## src/design/gne_ram.sv

```systemverilog
// Generic single-write, single-read RAM with registered read data.
module gne_ram #(
   parameter int WIDTH = 8,
   parameter int DEPTH = 256
) (
   input  logic                     clock,
   input  logic                     wr_en,
   input  logic [$clog2(DEPTH)-1:0] wr_addr,
   input  logic [WIDTH-1:0]         wr_data,
   input  logic                     rd_en,
   input  logic [$clog2(DEPTH)-1:0] rd_addr,
   output logic [WIDTH-1:0]         rd_data
);

   logic [WIDTH-1:0] mem_ff [DEPTH];
   logic [WIDTH-1:0] rd_data_ff;

   // write port
   always_ff @(posedge clock) begin
      if (wr_en) begin
         mem_ff[wr_addr] <= wr_data;
      end
   end

   // registered read, held while disabled
   always_ff @(posedge clock) begin
      if (rd_en) begin
         rd_data_ff <= mem_ff[rd_addr];
      end
   end

   assign rd_data = rd_data_ff;

endmodule

```

## config.mk

```make
export PLATFORM = sky130hd
export DESIGN_NAME = gne_ram
export DESIGN_NICKNAME = d
export VERILOG_FILES = /design/src/design/gne_ram.sv
export SDC_FILE = /design/constraint.sdc
export NUM_CORES = 2
export LEC_CHECK = 0
export ABC_AREA = 0
export BUFFER_PORTS_ARGS = -buffer_cell sky130_fd_sc_hd__buf_2
export CORE_MARGIN = 2
export CORE_UTILIZATION = 55
export CTS_CLUSTER_DIAMETER = 200
export DETAILED_ROUTE_END_ITERATION = 8
export PLACE_DENSITY_LB_ADDON = 0.12
export SLEW_MARGIN = 20
export SYNTH_ARGS = -nofsm -noshare
export SYNTH_HDL_FRONTEND = slang
export SYNTH_SLANG_ARGS = --single-unit
export TNS_END_PERCENT = 1
```

## constraint.sdc

```tcl
create_clock -name clock -period 3 [get_ports clock]
set_clock_uncertainty 0.1 [all_clocks]
set_input_delay 0.45 -clock clock [delete_from_list [all_inputs] [get_ports clock]]
set_output_delay 0.45 -clock clock [all_outputs]
set_load 0.03 [all_outputs]
```

After elaboration in Yosys (flattened, before gate mapping) --
Memory sizes are Yosys's and may differ from the RTL's. A register that Yosys moved wholly into a read port is not among the register bits. Index checks and enable logic that the tools add are counted. Widths: inputs -> output; s select.
Word-level totals: register bits after elaboration 0, bits in writable memories 2048, input port bits 27, logic and storage cells 3, memories 1
Memory list:
- mem_ff | words 256, bits a word 8, rd ports 1, clocked after Yosys merged registers in 1, wr ports 1, RTL line 15 | logic [WIDTH-1:0] mem_ff [DEPTH];
Cells by class: multiplexer cells 2
Operators by type and width (count):
- $mux 1 | 2

Logic depth before layout (Yosys ltp) --
depth in word-level cells 2, mapped depth 11, depth with buffers taken out 6

Least setup slack after synthesis --
OpenSTA, ideal clock, no wires.
kind input-to-reg, start in rd_addr[0], end reg rd_data_ff[2], in the netlist rd_data[2], read port of mem_ff, data pin, arrival time 2.257 ns, required time 2.631 ns, setup slack 0.374 ns, stages on the path 9, path buffers 4, cells stage by stage buf_6 -> buf_12 -> buf_8 -> buf_2 -> mux4_2 -> a22oi_1 -> a21oi_1 -> nor4_1 -> nor4_2
RTL lines:
- start: declaration | RTL line 11 | input logic [$clog2(DEPTH)-1:0] rd_addr,
- end: declaration | RTL line 16 | logic [WIDTH-1:0] rd_data_ff;

==> out/metrics.cfg <==
[routing]
first_iter_violations=5025
drt_wl_total_mm=198
via_per_inst=6.33
dr.pass1.iters=8
wl_per_cell_um=30.6
postRouteAntennaNets=0
num_vias=40900
drc=4

[sta]
min_period_over_period_pct=98.3
rsz0062_at_grt=false
max_freq_ghz=0.339
fin_ws_ns=0.0503
setup_viol=0
drv_slew=0
finalSetupTns_ns=0
relSlewSlack_pct=40.3
period_needed_ns=2.95
tightestPinTransition_ns=0.888
hold_violations=0

[cts]
cts_tree=done
clk_pin_slew_worst_paths_ns=0.06
cts_buffer_depth=3
cts.htree.levels=4
post-cts-setup-buffers=0
cts_root_buf=clkbuf_16
cts_buffers=201
clk_latency_ns=0.84
cts_sinks=2056

[logic_synthesis]
syn_area_per_cell_sq_um=21.3
syn_area_sq_mm=0.0796
synthArstFlopShare_pct=0
synth-edff-count=2056
ys_ff_latch=2056
yosys_warnings=0
syn_inst=3733
synth_ff_type=edfxtp_1
yosysTopAreaCell=edfxtp_1
synth_top_area_share_pct=77.5
synth_nets=3760
synth_seq_area_share_pct=77.5
synth.top_cells.by_area=edfxtp_1 78%, mux4_2 13%, mux2i_1 1.7%
synth_cell_types=54

[critical_path]
cp_slowest_stage_delay_ns=0.61
path_buf_inv=1
cp_slowest_cell=nor3_2
ff2ff_path_depth=7
critPathKind=reg2reg
crit_path_start=mem_ff[211][5]$_DFFE_PP_
end_kind=flip-flop
r2r_setup_slack_ns=0.05
r2r-end=rd_data[5]$_DFFE_PP_
cp-start-kind=flip-flop
cp.arrival_ns=3.38
cp_top_family=compound AO/OA/AOI/OAI gates
path_max_fanout=1
crit_chain=mux4_2, a22o_1, a221oi_1, buf_4, o32ai_1, nor3_2, nor4_1
rr_startpoint=mem_ff[211][5]$_DFFE_PP_
crit_required_ns=3.43

[global_routing]
overflow=0
grt_pass1_vias=41500
grt_first_pass_wirelength_mm=288
antenna_found_initial=14
grt_max_degree=98
track_usage_pct=27.2

[cells_and_area]
fin_area_sq_mm=0.0931
fin_util_pct=64.8
final_nets=4420
synthToLayoutAreaGrowth_pct=16.9
final_cell_mix=2,056 x edfxtp_1, 587 x buf_4, 454 x mux4_2
nFillCells=9477
layout-drive-gt1-share_pct=31.9
mostFrequentLayoutCell=edfxtp_1

[floorplanning]
core_sq_mm=0.144
fp.dieH_um=385
die_x_um=385
num_io_pins=35
row_count=139
initial_utilization_pct=55.4
die_area_sq_mm=0.148

[job]
maxCapViolations=0

[power_and_ir_drop]
peakVddDrop_uv=520
pwr_density_cell_mw_per_mm2=637
leakagePower_uw=0.0302
netSwitchingFraction_pct=21.2
pwr-share-comb_pct=5.5
internal_power_uw=46800
seqPwrFrac_pct=53.5
total_power_uw=59300
p_switching_uw=12500
pwr-share-clk_pct=41.0

[min_path]
min-delay-start=wr_data[5]
hold_end=mem_ff[85][5]$_DFFE_PP_
min-delay-path-class=in2reg
worstHoldPathCells=2

[run_status]
violations=design-rule violations
outcome=complete, but fails checks

[place]
routabilityCongestion=0.865
place_hpwl_mm=129
preCtsSetupSlack_ns=-0.862
placed_cell_area_sq_mm=0.0867
port_buffers=34

power by group through the flow:
stage / Combinational [uW] / Clock (uW) / Sequential, uW
global route: 3430 / 25800 / 31700
CTS: 3280 / 24700 / 31700
global placement: 3180 / 0 / 32300
floorplan: 1540 / 0 / 32300
detailed placement: 3260 / 0 / 32300
finish: 3260 / 24300 / 31700
metrics by stage:
step | std cells | hold WS, ns
4_1_cts | 6458 | 0.0377
3_3_place_gp | 6091 | 0.813
3_5_place_dp | 6092 | 0.802
5_1_grt | 6460 | 0.0635
2_1_floorplan | 3733 | 0.449
6_report | 6463 | 0.0605
flip-flops by register name, indices dropped and copies added, names as in the netlist:
signal / count
mem_ff: 2048
rd_data: 8
repair_timing:
item,CTS,global route
endpoints found under the setup margin,3,0
gates resized for setup,3,0
endpoints found under the hold margin,8,0
hold buffers,1,0
how the worst max path moves through the flow:
stage | to | slack (ns) | cells past startpoint
after floorplan | rd_data[2]$_DFFE_PP_ | 0.37 | 9
after global placement | rd_data[4]$_DFFE_PP_ | -1.44 | 8
after detailed placement | rd_data[5]$_DFFE_PP_ | -0.86 | 8
after CTS | rd_data[5]$_DFFE_PP_ | 0.14 | 7
after global routing | rd_data[5]$_DFFE_PP_ | 0.1 | 7
final | rd_data[5]$_DFFE_PP_ | 0.05 | 7
synth_stat cells, drive strengths merged, types with 6 or more instances:
cell,number
o221ai,47
nand4,10
a22oi,133
nand2,33
a21oi,96
a22o,8
mux2i,134
a221oi,14
nand3,34
nor3,22
mux4,456
o21ai,12
o22ai,28
nor4,27
edfxtp,2056
nor2b,31
o211ai,10
buf,122
and2,6
nor2,282
a211oi,16
clkbuf,111
nand2b,8
area by class of cell:
type                            count  area (sq um)  area share (%)
Timing Repair Buffer              690          6050            6.50
Clock inverter                    113          1070            1.15
Sequential cell                  2056         61700            66.3
Multi-Input combinational cell   1442         16500            17.7
Inverter                            2          7.51         0.00807
Clock buffer                      252          5290            5.68
Tap cell                         1903          2380            2.56
Antenna cell                        5          12.5          0.0134
cells by family (layout without fill, tap and decap cells):
| family | after synthesis | count (layout) | share of synthesized area (%) |
|---|---|---|---|
| AO/OA/AOI/OAI | 385 | 385 | 3.42 |
| multiplexers | 591 | 591 | 14.6 |
| flip-flops | 2056 | 2056 | 77.5 |
| buffers and inverters | 235 | 1057 | 1.83 |
| AND/OR/NAND/NOR | 466 | 466 | 2.63 |
| other | 0 | 5 | 0 |
layer usage:
layer | share of wire (%) | global-route usage [%] | routed length (um) | up-vias
met5 | 0.0046 | 0 | 9 | -
met4 | 2.8 | 7.96 | 5520 | 2
met3 | 7.9 | 4.36 | 15700 | 300
met2 | 50 | 44.1 | 98100 | 1922
met1 | 40 | 38.6 | 78400 | 21700
li1 | - | - | - | 17000
Note: power is estimated with default switching activity, not from simulation.
