--- config.mk ---
export PLATFORM = sky130hd
export DESIGN_NAME = gne_fade
export DESIGN_NICKNAME = d
export VERILOG_FILES = /design/src/design/gne_pkg.sv /design/src/design/gne_fade.sv
export SDC_FILE = /design/constraint.sdc
export NUM_CORES = 2
export LEC_CHECK = 0
export BUFFER_PORTS_ARGS = -buffer_cell sky130_fd_sc_hd__clkbuf_2
export CELL_PAD_IN_SITES_DETAIL_PLACEMENT = 1
export CELL_PAD_IN_SITES_GLOBAL_PLACEMENT = 1
export CORE_ASPECT_RATIO = 0.9
export CORE_UTILIZATION = 32
export DETAILED_ROUTE_END_ITERATION = 6
export GPL_TIMING_DRIVEN = 0
export MAX_ROUTING_LAYER = met4
export PLACE_DENSITY_LB_ADDON = 0.1
export SYNTH_ARGS = -nofsm -noshare
export SYNTH_HDL_FRONTEND = slang
export SYNTH_SLANG_ARGS = --single-unit
--- constraint.sdc ---
create_clock -name clock -period 6.95 [get_ports clock]
set_clock_uncertainty 0.15 [all_clocks]
set_input_delay 0.3475 -clock clock [delete_from_list [all_inputs] [get_ports clock]]
set_output_delay 0.3475 -clock clock [all_outputs]
set_load 0.01 [all_outputs]
--- src/design/gne_pkg.sv ---
// Shared constants, opcodes and widths for the gradient noise evaluator.
package gne_pkg;

   localparam int TABLE_DEPTH = 256;
   localparam int FRAC_BITS   = 16;
   localparam int IDX_W       = $clog2(TABLE_DEPTH);
   localparam int PV_W        = 8;
   localparam int COORD_W     = 32;
   localparam int OP_W        = 2;
   localparam int NOISE_W     = 18;
   localparam int FADE_W      = FRAC_BITS + 1;
   // corner dot products reach +2.0 when both offsets are -1.0
   localparam int DOT_W       = FRAC_BITS + 3;
   localparam int LERP_W      = FRAC_BITS + 4;
   localparam int POLY_W      = FRAC_BITS + 5;

   // packed beat widths, rounded up to whole bytes
   localparam int REQ_RAW_W = OP_W + 3 * COORD_W + 2 * PV_W;
   localparam int REQ_W     = ((REQ_RAW_W + 7) / 8) * 8;
   localparam int RSP_W     = ((NOISE_W + 7) / 8) * 8;

   typedef enum logic [OP_W-1:0] {
      OP_LOAD  = 2'd0,
      OP_EVAL2 = 2'd1,
      OP_EVAL3 = 2'd2
   } opcode_type;

endpackage

--- src/design/gne_fade.sv ---
// Three-stage pipelined quintic fade curve 6t^5 - 15t^4 + 10t^3.
module gne_fade (
   input  logic                          clock,
   input  logic                          advance,
   input  logic [gne_pkg::FRAC_BITS-1:0] frac,
   output logic [gne_pkg::FADE_W-1:0]    fade
);
   import gne_pkg::*;

   localparam int FB = FRAC_BITS;
   localparam logic signed [POLY_W-1:0] ONE_S = POLY_W'(1) <<< FB;

   logic [FB-1:0]               t1_ff, t2_ff, t3_ff;
   logic signed [POLY_W-1:0]    m_ff, poly_ff;
   logic [FADE_W-1:0]           fade_ff;
   logic [2*FB-1:0]             sq_prod, cube_prod;
   logic signed [FB+1+POLY_W-1:0] inner_prod;
   logic signed [FB+1+POLY_W-1:0] fade_prod;

   assign sq_prod    = frac * frac;
   assign cube_prod  = t2_ff * t1_ff;
   assign inner_prod = $signed({1'b0, t1_ff}) * m_ff;
   assign fade_prod  = $signed({1'b0, t3_ff}) * poly_ff;

   // square and the linear factor 6t - 15
   always_ff @(posedge clock) begin
      if (advance) begin
         t1_ff <= frac;
         t2_ff <= sq_prod[2*FB-1:FB];
         m_ff  <= $signed(POLY_W'(frac)) * POLY_W'(6) - ONE_S * POLY_W'(15);
      end
   end

   // cube and the quadratic factor t(6t - 15) + 10
   always_ff @(posedge clock) begin
      if (advance) begin
         t3_ff   <= cube_prod[2*FB-1:FB];
         poly_ff <= inner_prod[FB +: POLY_W] + ONE_S * POLY_W'(10);
      end
   end

   // final product
   always_ff @(posedge clock) begin
      if (advance) begin
         fade_ff <= fade_prod[FB +: FADE_W];
      end
   end

   assign fade = fade_ff;

endmodule
# [After elaboration in Yosys (flattened, before gate mapping)]
# Cells that the tools add are included.
[classes] n_addsub=2 n_mul=5
[op_table] operator="$mul A16 B16 Y32" count=2
[op_table] operator="$mul A17 B21 Y37" count=1
[op_table] operator="$mul A17 B21 Y33" count=1
[op_table] operator="$add A21 B20 Y21 const B" count=1
[op_table] operator="$sub A19 B20 Y21 const B" count=1
[op_table] operator="$mul A16 B2 Y18 const B" count=1
[totals] register_bits=107 inputBits=18 output_inout_bits=17 elab_cells=13

# [Logic depth before layout (Yosys ltp)]
[logic_depth] word_depth=2 mapped_depth=28 mapped_depth_nobuf=28

# [Least setup slack after synthesis]
# OpenSTA, ideal clock, no wires.
[synth_path] path_type="reg-to-reg" start="reg t1_ff[8]" end="reg poly_ff[20] (data pin)" setup_time_ns=0.260 arrival_ns=6.510 required_ns=6.540 path_slack_ns=0.031 path_stages_with_launch=26 n_path_buf=2 synth_period_minus_slack_ns=6.919 path_cell_list="edfxtp_1 -> clkbuf_1 -> clkbuf_1 -> nand2_1 -> fa_1 -> inv_1 -> fa_1 -> inv_1 -> fa_1 -> inv_1 -> fa_1 -> fa_1 -> inv_1 -> fa_1 -> inv_1 -> ha_1 -> nand4_1 -> a21oi_1 -> o2111ai_1 -> and2_4 -> a211oi_2 -> o211ai_1 -> a31oi_1 -> mux2_2 -> a221o_1 -> xnor2_1"
[synth_via] elab_chain_len=2
[synth_rtl] element="start, declared" line_no="gne_fade.sv:13" rtl="logic [FB-1:0] t1_ff, t2_ff, t3_ff;"
[synth_rtl] element="start signal, assigned" line_no="gne_fade.sv:28" rtl="t1_ff <= frac;"
[synth_rtl] element="$mul A17 B21 Y37" line_no="gne_fade.sv:22" rtl="assign inner_prod = $signed({1'b0, t1_ff}) * m_ff;"
[synth_rtl] element="$add A21 B20 Y21" line_no="gne_fade.sv:38" rtl="poly_ff <= inner_prod[FB +: POLY_W] + ONE_S * POLY_W'(10);"
[synth_rtl] element="end signal, assigned" line_no="gne_fade.sv:38"
[synth_rtl] element="end, declared" line_no="gne_fade.sv:14" rtl="logic signed [POLY_W-1:0] m_ff, poly_ff;"
# No other way between the ends.
# A chain may end at the register's enable or synchronous reset.

# [Worst setup path in the final report]
[layout_path] start="reg t1_ff[5]" end="reg poly_ff[20] (data pin)"
# Same word-level chain as after synthesis.

==> run summary <==
The run finished, with violations left. The final reports fail on setup timing. The launching instance or port of the critical path was t1_ff[5]$_DFFE_PP_. For this run, the slowest stage of the critical path takes 0.53 ns.

The final hold violation count was 0; the core box area was 0.1251 mm^2. The type of the worst min-delay path was in2reg. Buffers placed on the I/O ports in this run total 34.

Number of buffers on the longest clock path: 2. The unique cell type count in the Yosys netlist is 60. Max-capacitance violation count: 0. The mean instance size in the synthesized netlist is 9.358 um^2, and the share of the clock period used by the worst path after layout is 1.051. In this run the worst setup path terminates at poly_ff[20]$_DFFE_PP_. The worst register-to-register path has a depth of 25. Count of flip-flops with a built-in enable after synthesis: 104.

The run gives 9 as the clock buffer count from CTS. Once detailed placement completed, the half-perimeter wirelength came to 107600 um. The logs give 0.1369 GHz for the timing-limited maximum frequency and 0.2185 for the total routing resource utilization after global routing.

Setup violations remaining at the end of the flow were counted as 2. The number of global-route vias before repair was 32110; the top-level port count was 35. After detailed routing, the average wire length per cell comes to 20.82 um. The signed area change from the synthesized netlist to the final layout is 12.57%, and the post-route minimum period is 7.304 ns. After detailed routing, the number of vias per cell comes to 4.527.

In the layout the commonest cells are 1190 x sky130_fd_sc_hd__inv_1, 953 x sky130_fd_sc_hd__fa_1, 601 x sky130_fd_sc_hd__nand2_1. The via count is 28030, and the initial antenna violation count is 7. For the worst setup path, the data required time is 7.06 ns. The tools report the remaining global-route overflow as 0. CTS placed an instance of sky130_fd_sc_hd__clkbuf_16 at the clock tree root. The run gives 0.8274 as the global placer's final weighted congestion. sky130_fd_sc_hd__fa_1 takes more of the synthesized area than any other cell.

In this run the critical register-to-register path is launched from t1_ff[5]$_DFFE_PP_. Leaving out fill and tap cells, the most frequent cell in the layout is sky130_fd_sc_hd__inv_1. For the final core utilization, the log shows 0.3635. The count of pins over their slew limit was 0; the post-synthesis instance area was 0.04040 mm^2.

Setup repair after global routing could not meet its margin everywhere. The tools report the number of cells produced by synthesis as 4317. The floorplan die height was 339.1 um; the wire length of the first global-routing pass was 200000 um.

The initial standard-cell utilization of the core is 0.3229. STA classifies the critical path endpoint as a register. The clock transition at the registers of the reported paths came out at 0.08 ns.

The tools report the startpoint type of the worst setup path as a register. The number of optimization iterations in the first detailed-route pass was 5; the arrival time of the worst setup path was 7.41 ns. The clock insertion delay at the later pin of the skew report is 0.46 ns. During synthesis, Yosys emitted a total of 0 warnings. The share of the yosys chip area belonging to registers is 0.07730, and the share of post-route cells with drive strength above 1 is 0.09662. The residual DRC count is 0, and the fraction of post-synthesis cell area in the top cell type by area is 0.4787. The worst slew margin relative to its limit is 0.5223, and the die area is 0.1277 mm^2. After synthesis the netlist holds a flip-flop and latch count of 104.

The library cell contributing the largest single delay on the critical path is sky130_fd_sc_hd__fa_1. The worst register-to-register path ends at poly_ff[20]$_DFFE_PP_. For the H-tree depth reported by CTS, the log shows 3. Sorting the synthesized cells by area gives the leading types as sky130_fd_sc_hd__fa_1 48%, sky130_fd_sc_hd__ha_1 12%, sky130_fd_sc_hd__inv_1 11%. The logs give 104 for the clock sink count and 5876 for the layout net count.

Once detail routing completed, the nets flagged for antenna violations numbered 0. For the pin with the worst max-slew slack, the measured transition is 0.7166 ns. Entering global routing, the biggest net connects 89 pins.

The routed design has 128900 um of wire. The logs give -0.35 ns for the minimum setup slack among reg-to-reg paths and -0.3540 ns for the final worst-path setup slack. The cell with the most instances on the worst path is sky130_fd_sc_hd__fa_1. The share of synthesized flip-flops with an asynchronous set or reset is 0. TritonCTS built the clock tree.

The worst setup path is of the reg2reg kind. The tools report the placement row count as 123. In this run the horizontal extent of the chip is 376.5 um. Buffers inserted to repair hold after CTS numbered 0.

The first routing iteration left 1291 violations. The maximum fanout encountered on the critical timing path is 10. In the synthesized netlist the dominant register cell turns out to be sky130_fd_sc_hd__edfxtp_1. After filler insertion, the fill cell instance count of the layout stands at 14430.

The number of nets in the synthesized netlist is 5696.
==> synthesized netlist by cell type (2+ instances only) <==
master / n
sky130_fd_sc_hd__or3_1: 6
sky130_fd_sc_hd__nor4_1: 3
sky130_fd_sc_hd__edfxtp_1: 104
sky130_fd_sc_hd__xnor2_1: 76
sky130_fd_sc_hd__nand3_1: 7
sky130_fd_sc_hd__a221o_1: 2
sky130_fd_sc_hd__ha_1: 395
sky130_fd_sc_hd__o21ai_0: 26
sky130_fd_sc_hd__a31oi_1: 5
sky130_fd_sc_hd__a311oi_1: 3
sky130_fd_sc_hd__a21oi_1: 63
sky130_fd_sc_hd__nor2b_1: 11
sky130_fd_sc_hd__and4_1: 2
sky130_fd_sc_hd__o211ai_1: 4
sky130_fd_sc_hd__a2111oi_0: 2
sky130_fd_sc_hd__a211oi_1: 11
sky130_fd_sc_hd__mux2_2: 2
sky130_fd_sc_hd__a21boi_0: 2
sky130_fd_sc_hd__o2111ai_1: 2
sky130_fd_sc_hd__nor2_1: 85
sky130_fd_sc_hd__o31a_1: 4
sky130_fd_sc_hd__a21o_1: 21
sky130_fd_sc_hd__o41ai_1: 2
sky130_fd_sc_hd__and3_1: 10
sky130_fd_sc_hd__nor3_1: 26
sky130_fd_sc_hd__inv_1: 1210
sky130_fd_sc_hd__nand4_1: 12
sky130_fd_sc_hd__nand2b_1: 4
sky130_fd_sc_hd__and2_1: 401
sky130_fd_sc_hd__clkbuf_1: 159
sky130_fd_sc_hd__nand2_1: 605
sky130_fd_sc_hd__a211oi_2: 2
sky130_fd_sc_hd__fa_1: 966
sky130_fd_sc_hd__xor2_1: 31
sky130_fd_sc_hd__or2_2: 9
sky130_fd_sc_hd__o21ai_1: 6
sky130_fd_sc_hd__o21a_1: 14
sky130_fd_sc_hd__a221oi_1: 2
==> worst max-delay path: cells and delay by family (launching register included) <==
kind / cells / cell delay, ns
muxes: 1 / 0.27
buffers and inverters: 7 / 0.69
xor gates and xnor gates: 1 / 0.28
and+or+nand+nor: 3 / 0.50
AOI/OAI and AO/OA: 6 / 1.50
DFF: 1 / 0.43
adders and majority gates: 7 / 3.27
==> area by class of cell <==
| type | count | area [um^2] | area share |
|---|---|---|---|
| Timing Repair Buffer | 181 | 1376 | 0.03027 |
| Clock inverter | 7 | 52.55 | 0.001156 |
| Sequential cell | 104 | 3123 | 0.06868 |
| Inverter | 1211 | 4581 | 0.1007 |
| Multi-Input combinational cell | 2842 | 32600 | 0.7168 |
| Antenna cell | 3 | 7.507 | 0.0001651 |
| Clock buffer | 9 | 225.2 | 0.004953 |
| Tap cell | 1687 | 2111 | 0.04642 |
| Buffer | 148 | 1403 | 0.03084 |
==> sequential cells by signal (all words and copies together) (netlist names) <==
register,count
fade,17
t2_ff,16
t1_ff,16
poly_ff,21
m_ff,18
t3_ff,16
==> routing by layer <==
metal	vias to the layer above	share of wire	global-route usage
li1	12850	-	-
met1	14760	0.49	0.3036
met2	336	0.47	0.3502
met3	88	0.025	0.01892
met4	0	0.016	0.03972
met5	-	0	-
==> logic make-up after synthesis <==
group / after synthesis / synth area share
AO/OA/AOI/OAI: 186 / 0.02998
flip-flops: 104 / 0.07730
AND/OR/NAND/NOR: 1186 / 0.1405
XOR/XNOR: 107 / 0.02320
buffers and inverters: 1371 / 0.1274
adder cells (fa/ha/maj): 1361 / 0.6010
multiplexers: 2 / 0.0005574
==> repair_timing <==
action | 4_1_cts | 5_1_grt
setup endpoints to repair | 62 | 30
resized for setup | 324 | 184
pin swaps | 43 | 47
gates cloned | 0 | 0
buffers inserted | 109 | 37
==> through the flow <==
stage / setup WS [ns] / cells / cell area (um^2) / TNS, ns / hold slack, ns
2_1_floorplan: 0.03055 / 4317 / 40400 / 0 / 0.2964
3_3_place_gp: -2.608 / 6038 / 42680 / -64.07 / 0.5173
3_5_place_dp: -2.626 / 6039 / 42720 / -63.38 / 0.5249
4_1_cts: -0.3618 / 6157 / 44870 / -0.4702 / 0.02678
5_1_grt: -0.5456 / 6189 / 45470 / -1.221 / 0.05667
6_report: -0.3540 / 6192 / 45470 / -0.4792 / 0.04700
==> worst min path at each step <==
stage / from / endpoint / slack, ns / depth (start not counted)
after global routing: frac[14] / t1_ff[14]$_DFFE_PP_ / 0.06 / 1
after floorplan: frac[0] / t1_ff[0]$_DFFE_PP_ / 0.30 / 0
after CTS: frac[14] / t1_ff[14]$_DFFE_PP_ / 0.03 / 1
after detailed placement: frac[14] / t1_ff[14]$_DFFE_PP_ / 0.52 / 1
final: frac[14] / t1_ff[14]$_DFFE_PP_ / 0.05 / 1
after global placement: frac[14] / t1_ff[14]$_DFFE_PP_ / 0.52 / 1
Power is left out: the tool's default activity adds up to more than one toggle a clock period on the data nets, which glitch-free logic cannot reach.
